## config.mk

```make
export PLATFORM = sky130hd
export DESIGN_NAME = aws_div
export DESIGN_NICKNAME = d
export VERILOG_FILES = /design/src/aws_pkg.sv /design/src/aws_div.sv
export SDC_FILE = /design/constraint.sdc
export NUM_CORES = 1
export LEC_CHECK = 0
export BUFFER_PORTS_ARGS = -buffer_cell sky130_fd_sc_hd__clkbuf_2
export CAP_MARGIN = 10
export CELL_PAD_IN_SITES_DETAIL_PLACEMENT = 0
export CELL_PAD_IN_SITES_GLOBAL_PLACEMENT = 1
export CORE_MARGIN = 2
export CORE_UTILIZATION = 45
export DETAILED_ROUTE_END_ITERATION = 16
export PLACE_DENSITY = 0.81
export SLEW_MARGIN = 20
export SYNTH_ARGS = -nofsm -noshare
export SYNTH_HDL_FRONTEND = slang
export SYNTH_SLANG_ARGS = --single-unit
```

## constraint.sdc

```tcl
create_clock -name clk -period 3.4 [get_ports clk]
set_clock_uncertainty 0.1 [all_clocks]
set_input_delay 0.17 -clock clk [delete_from_list [all_inputs] [get_ports clk]]
set_output_delay 0.17 -clock clk [all_outputs]
set_load 0.02 [all_outputs]
```

## src/aws_pkg.sv

```systemverilog
// Shared types and constants for the adaptive-window encoder speed unit.
// Used by the channel interfaces, the divider and the top level.
// No dependencies.
package aws_pkg;

	// Default structural sizes.
	localparam int unsigned DEF_RING_DEPTH  = 64;
	localparam int unsigned DEF_WINDOW_STEP = 4;

	// Configuration register indexes and reset values.
	localparam int unsigned CFG_IDX_W  = 4;
	localparam int unsigned CFG_DATA_W = 32;
	localparam logic [CFG_IDX_W-1:0] CFG_COUNTS_PER_REV = 4'd0;
	localparam logic [CFG_IDX_W-1:0] CFG_TIMER_FREQ_HZ  = 4'd1;
	localparam logic [CFG_IDX_W-1:0] CFG_VAR_THRESHOLD  = 4'd2;
	localparam logic [CFG_IDX_W-1:0] CFG_MIN_EVALS      = 4'd3;
	localparam logic [15:0] CPR_RESET       = 16'd400;
	localparam logic [31:0] FREQ_RESET      = 32'd100000000;
	localparam logic [23:0] THRESHOLD_RESET = 24'd1280;
	localparam logic [15:0] MIN_EVALS_RESET = 16'd10;

	// Item opcodes.
	localparam logic OP_START  = 1'b0;
	localparam logic OP_SAMPLE = 1'b1;

	// Direction codes.
	localparam logic [1:0] DIR_STOPPED = 2'd0;
	localparam logic [1:0] DIR_FORWARD = 2'd1;
	localparam logic [1:0] DIR_REVERSE = 2'd2;

	// Speed saturation bounds.
	localparam logic signed [23:0] RPM_MAX = 24'sh7FFFFF;
	localparam logic signed [23:0] RPM_MIN = 24'sh800000;

	// Divider sizes: 80-bit dividend, 48-bit divisor, 32-bit quotient.
	localparam int unsigned DIV_NUM_W = 80;
	localparam int unsigned DIV_DEN_W = 48;
	localparam int unsigned DIV_Q_W   = 32;

	// Divider request and status.
	typedef struct packed {
		logic start;
		logic short_mode;
	} div_req_t;

	typedef struct packed {
		logic busy;
		logic done;
		logic big;
	} div_rsp_t;

endpackage

```

## src/aws_div.sv

```systemverilog
// Shared restoring divider, one quotient bit per cycle.
// Long mode divides 80 by 48 bits, short mode 32 by 48 bits. Depends on aws_pkg.
module aws_div (
	input  logic                            clk,
	input  logic                            arst_n,
	input  aws_pkg::div_req_t               req,
	input  logic [aws_pkg::DIV_NUM_W-1:0]   dividend,
	input  logic [aws_pkg::DIV_DEN_W-1:0]   divisor,
	output aws_pkg::div_rsp_t               rsp,
	output logic [aws_pkg::DIV_Q_W-1:0]     quotient
);
	import aws_pkg::*;

	localparam logic [6:0] LONG_N  = 7'(DIV_NUM_W);
	localparam logic [6:0] SHORT_N = 7'(DIV_Q_W);

	logic [6:0]           cnt_q;
	logic                 busy_q;
	logic                 done_q;
	logic                 big_q;
	logic [DIV_NUM_W-1:0] dvd_q;
	logic [DIV_DEN_W-1:0] dsr_q;
	logic [DIV_DEN_W-1:0] rem_q;
	logic [DIV_Q_W-1:0]   quot_q;
	logic [DIV_DEN_W:0]   trial;
	logic [DIV_DEN_W:0]   trial_sub;
	logic                 fits;

	// Trial subtraction of the shifted partial remainder.
	assign trial     = {rem_q, dvd_q[DIV_NUM_W-1]};
	assign trial_sub = trial - {1'b0, dsr_q};
	assign fits      = trial >= {1'b0, dsr_q};

	// Iteration control and datapath registers.
	always_ff @(posedge clk or negedge arst_n) begin
		if (!arst_n) begin
			cnt_q  <= '0;
			busy_q <= 1'b0;
			done_q <= 1'b0;
			big_q  <= 1'b0;
		end else begin
			done_q <= 1'b0;
			if (req.start) begin
				busy_q <= 1'b1;
				big_q  <= 1'b0;
				cnt_q  <= req.short_mode ? SHORT_N : LONG_N;
			end else if (busy_q) begin
				big_q <= big_q | quot_q[DIV_Q_W-1];
				cnt_q <= cnt_q - 7'd1;
				if (cnt_q == 7'd1) begin
					busy_q <= 1'b0;
					done_q <= 1'b1;
				end
			end
		end
	end

	always_ff @(posedge clk) begin
		if (req.start) begin
			dvd_q  <= req.short_mode ?
				{dividend[DIV_Q_W-1:0], {(DIV_NUM_W-DIV_Q_W){1'b0}}} : dividend;
			dsr_q  <= divisor;
			rem_q  <= '0;
			quot_q <= '0;
		end else if (busy_q) begin
			rem_q  <= fits ? trial_sub[DIV_DEN_W-1:0] : trial[DIV_DEN_W-1:0];
			quot_q <= {quot_q[DIV_Q_W-2:0], fits};
			dvd_q  <= {dvd_q[DIV_NUM_W-2:0], 1'b0};
		end
	end

	assign rsp.busy = busy_q;
	assign rsp.done = done_q;
	assign rsp.big  = big_q;
	assign quotient = quot_q;

endmodule

```

==> results.cfg <==
[outcome]
outcome = complete, no violations

[synth]
synthMuxAreaShare_pct = 5.94
avgSynthCellArea_um2 = 10.0
yosysTopAreaCell = edfxtp_1
ys_async_sr_fraction_pct = 4.59
synth_fa_ha_area_share_pct = 5.54
synth_top_family_by_area = compound AO/OA/AOI/OAI gates
netlist_instances = 1160
ys_warn_count = 0
synth_nets = 1343
synth.most_common_cell = nor2_1
synth_top_area_share_pct = 33.0
synthesis.area_um2 = 11700
synthTopCellsByCount = nor2_1, edfxtp_1, a21oi_1
synth-xor-area-share_pct = 3.53
synth_area_leaders = edfxtp_1, dfxtp_1, mux2i_1, ha_1, nor2_1
ys_types = 71
synth_seq_cells = 218
yosys.area_share.simple_pct = 12.6
synth-seq-area-share_pct = 48.9
synth_compound_area_share_pct = 19.0
synth_top_flop_cell = edfxtp_1
synth_edf_count = 128

[floorplanning]
start_util_pct = 46.0
fp.dieW_um = 165
die_y_um = 165
coreArea_um2 = 25300
ios = 167
dieArea_um2 = 27200
rows = 58

[drt]
met3_length_mm = 1.77
highest_layer = met4
finalWirelength_mm = 31.1
via_count = 9742
drt-initial-drc-count = 712
route.met2.wl_mm = 14.5
first_pass_iters = 5
m1WireLength_mm = 13.9
drc = 0
viasPerCell = 5.46
ant_nets = 0
wl_per_cell_um = 17.4

[layout]
post_route_cells_drive_above_1_share_pct = 17.6
nets = 1617
regArea_um2 = 5700
instances_no_fill = 1783
multi_input_area_um2 = 5500
post-route-util_pct = 59.3
final_area_um2 = 15000
n_fill_cell = 2123
area_growth_pct = 29.0

[placed_design]
place_hpwl_mm = 19.8
globalplace.congestion = 0.917
placed_cells = 1605
place.port_buffers = 166
dpl_cell_area_um2 = 12800

[sta]
worstMarginPinSlew_ps = 1020
grt_setup_unrepaired = yes
finalHoldViolCount = 0
whs_ps = 209
max_freq_mhz = 305
finalSetupViolCount = 0
worst_slew_margin_rel_pct = 31.7
finalCriticalPeriod_ps = 3280
period_share_pct = 96.6
drv_slew = 0

[cts]
path_clk_slew_ps = 70
cts_num_sinks = 218
cts_buffer_depth = 3
clockRootBuffer = clkbuf_16
insertion_delay_ps = 540
cts_tree = done
htree_levels = 1
cts_made_buffers = 24

[job]
cap_violations = 0

[worst_setup_path]
cp-start-kind = flip-flop
critPathMaxFanout = 6
cp-end-kind = flip-flop
critPathArrivalTime_ps = 3570
critPathRequiredTime_ps = 3680
r2r_slack_ps = 120
crit_type = flip-flop to flip-flop

[power_and_ir_drop]
combPwrFrac_pct = 26.3
irDropWorstVdd_v = 0.000395
p_clk_share_pct = 33.7
power_density_nw_per_um2 = 540
p_sw_uw = 2470
p_seq_share_pct = 40.0
p_leak_uw = 0.00677
p_sw_share_pct = 30.5
power.internal_uw = 5650

[grt]
grt_pass1_wl_mm = 50.1
grt_pass1_vias = 9809
antenna_found_initial = 0
overflow = 0
grt_start_max_net_pins = 182
grtUsageTotal_pct = 22.9

[min_path]
hold_class = input pin to flip-flop
==> state kept, by name (all words and copies together), names as in the netlist <==
signal    flops
rem_q        48
quotient     32
busy_q        1
done_q        1
dsr_q        48
dvd_q        80
cnt_q         7
big_q         1
==> kinds of logic after synthesis <==
group	count (synthesis)
compound gates	324
simple gates	323
flops	218
buf+inv	128
mux	69
fa+ha+maj	51
xor+xnor	47
==> what timing repair did <==
action	in CTS	in global routing
resized for setup	0	14
hold endpoints to repair	142	0
setup buffers	0	2
endpoints found under the setup margin	0	37
hold buffers	131	0
==> area by class of cell <==
| cell class | count | area share [%] |
|---|---|---|
| repair buffers | 318 | 15.6 |
| multi-input cells | 814 | 36.6 |
| diodes | 1 | 0.0167 |
| clock inverters | 7 | 0.600 |
| clock buffers | 37 | 5.01 |
| inverters | 58 | 1.45 |
| well taps | 330 | 2.75 |
| flip-flops and latches | 218 | 37.9 |
==> per-layer routing <==
| layer | track usage (%) | vias to the layer above |
|---|---|---|
| li1 | - | 4804 |
| met1 | 30.8 | 4586 |
| met2 | 37.8 | 295 |
| met3 | 4.34 | 57 |
| met4 | 6.60 | 0 |
| met5 | 0 | - |
==> worst max-delay path, stage by stage, from the launching register on <==
cell,delay [ps]
edfxtp_1,370
inv_1,80
ha_2,320
a21o_1,230
a31oi_4,180
a211oi_2,100
o31ai_2,330
a21o_1,230
a21oi_4,100
a311o_2,480
buf_6,160
or3_1,300
o21ai_0,80
nor3_1,60
==> cells in the final DEF, fill, tap and decap left out, types with 4 or more instances in the layout <==
| master | netlist | routed |
|---|---|---|
| or3_1 | 5 | 5 |
| ha_1 | 50 | 49 |
| and3_1 | 14 | 13 |
| o21a_1 | 4 | 4 |
| nor2b_1 | 8 | 8 |
| nor4_1 | 5 | 5 |
| a31oi_1 | 8 | 8 |
| dfxtp_1 | 80 | 80 |
| and2_1 | 7 | 7 |
| dlygate4sd3_1 | 0 | 131 |
| o21ai_0 | 35 | 33 |
| nand2b_1 | 10 | 10 |
| a21oi_1 | 111 | 110 |
| a211oi_1 | 29 | 29 |
| nand2_1 | 61 | 61 |
| clkbuf_2 | 0 | 165 |
| nor3_1 | 17 | 16 |
| nor2_1 | 155 | 153 |
| mux2i_1 | 68 | 68 |
| edfxtp_1 | 128 | 128 |
| nand3_1 | 19 | 19 |
| o21ai_1 | 4 | 5 |
| buf_4 | 5 | 17 |
| a22o_1 | 46 | 46 |
| o211ai_1 | 8 | 8 |
| xor2_1 | 23 | 23 |
| inv_1 | 58 | 56 |
| clkbuf_8 | 0 | 5 |
| o31ai_1 | 8 | 7 |
| clkbuf_16 | 0 | 26 |
| a32oi_1 | 9 | 9 |
| o21bai_1 | 9 | 8 |
| xnor2_1 | 24 | 24 |
| nand4_1 | 8 | 8 |
| dfrtp_1 | 10 | 9 |
| a21o_1 | 21 | 21 |
==> stage by stage <==
step                      total power [uW]  worst slack [ps]  TNS [ps]
after CTS                             8120              13.3         0
after global placement                5240               120         0
final                                 8120               116         0
after global routing                  8550             -30.1      -141
after floorplan                       4700               396         0
after detailed placement              5240              62.6         0
==> power groups by stage <==
stage	clock [uW]	sequential [uW]	combinational, uW
2_1_floorplan	0	3250	1460
3_3_place_gp	0	3290	1950
3_5_place_dp	0	3290	1950
4_1_cts	2790	3240	2090
5_1_grt	2900	3280	2370
6_report	2740	3250	2130
==> final timing paths <==
path,depth (start not counted),end,start
min in group asynchronous,3,done_q,arst_n
min,2,cnt_q[4],req[0]
min reg2reg,2,rem_q[28],rem_q[28]
max,13,rem_q[20],dsr_q[4]
max reg2reg,13,rem_q[20],dsr_q[4]
max in group asynchronous,3,busy_q,arst_n
No activity file was read; power rests on OpenSTA's default activity.
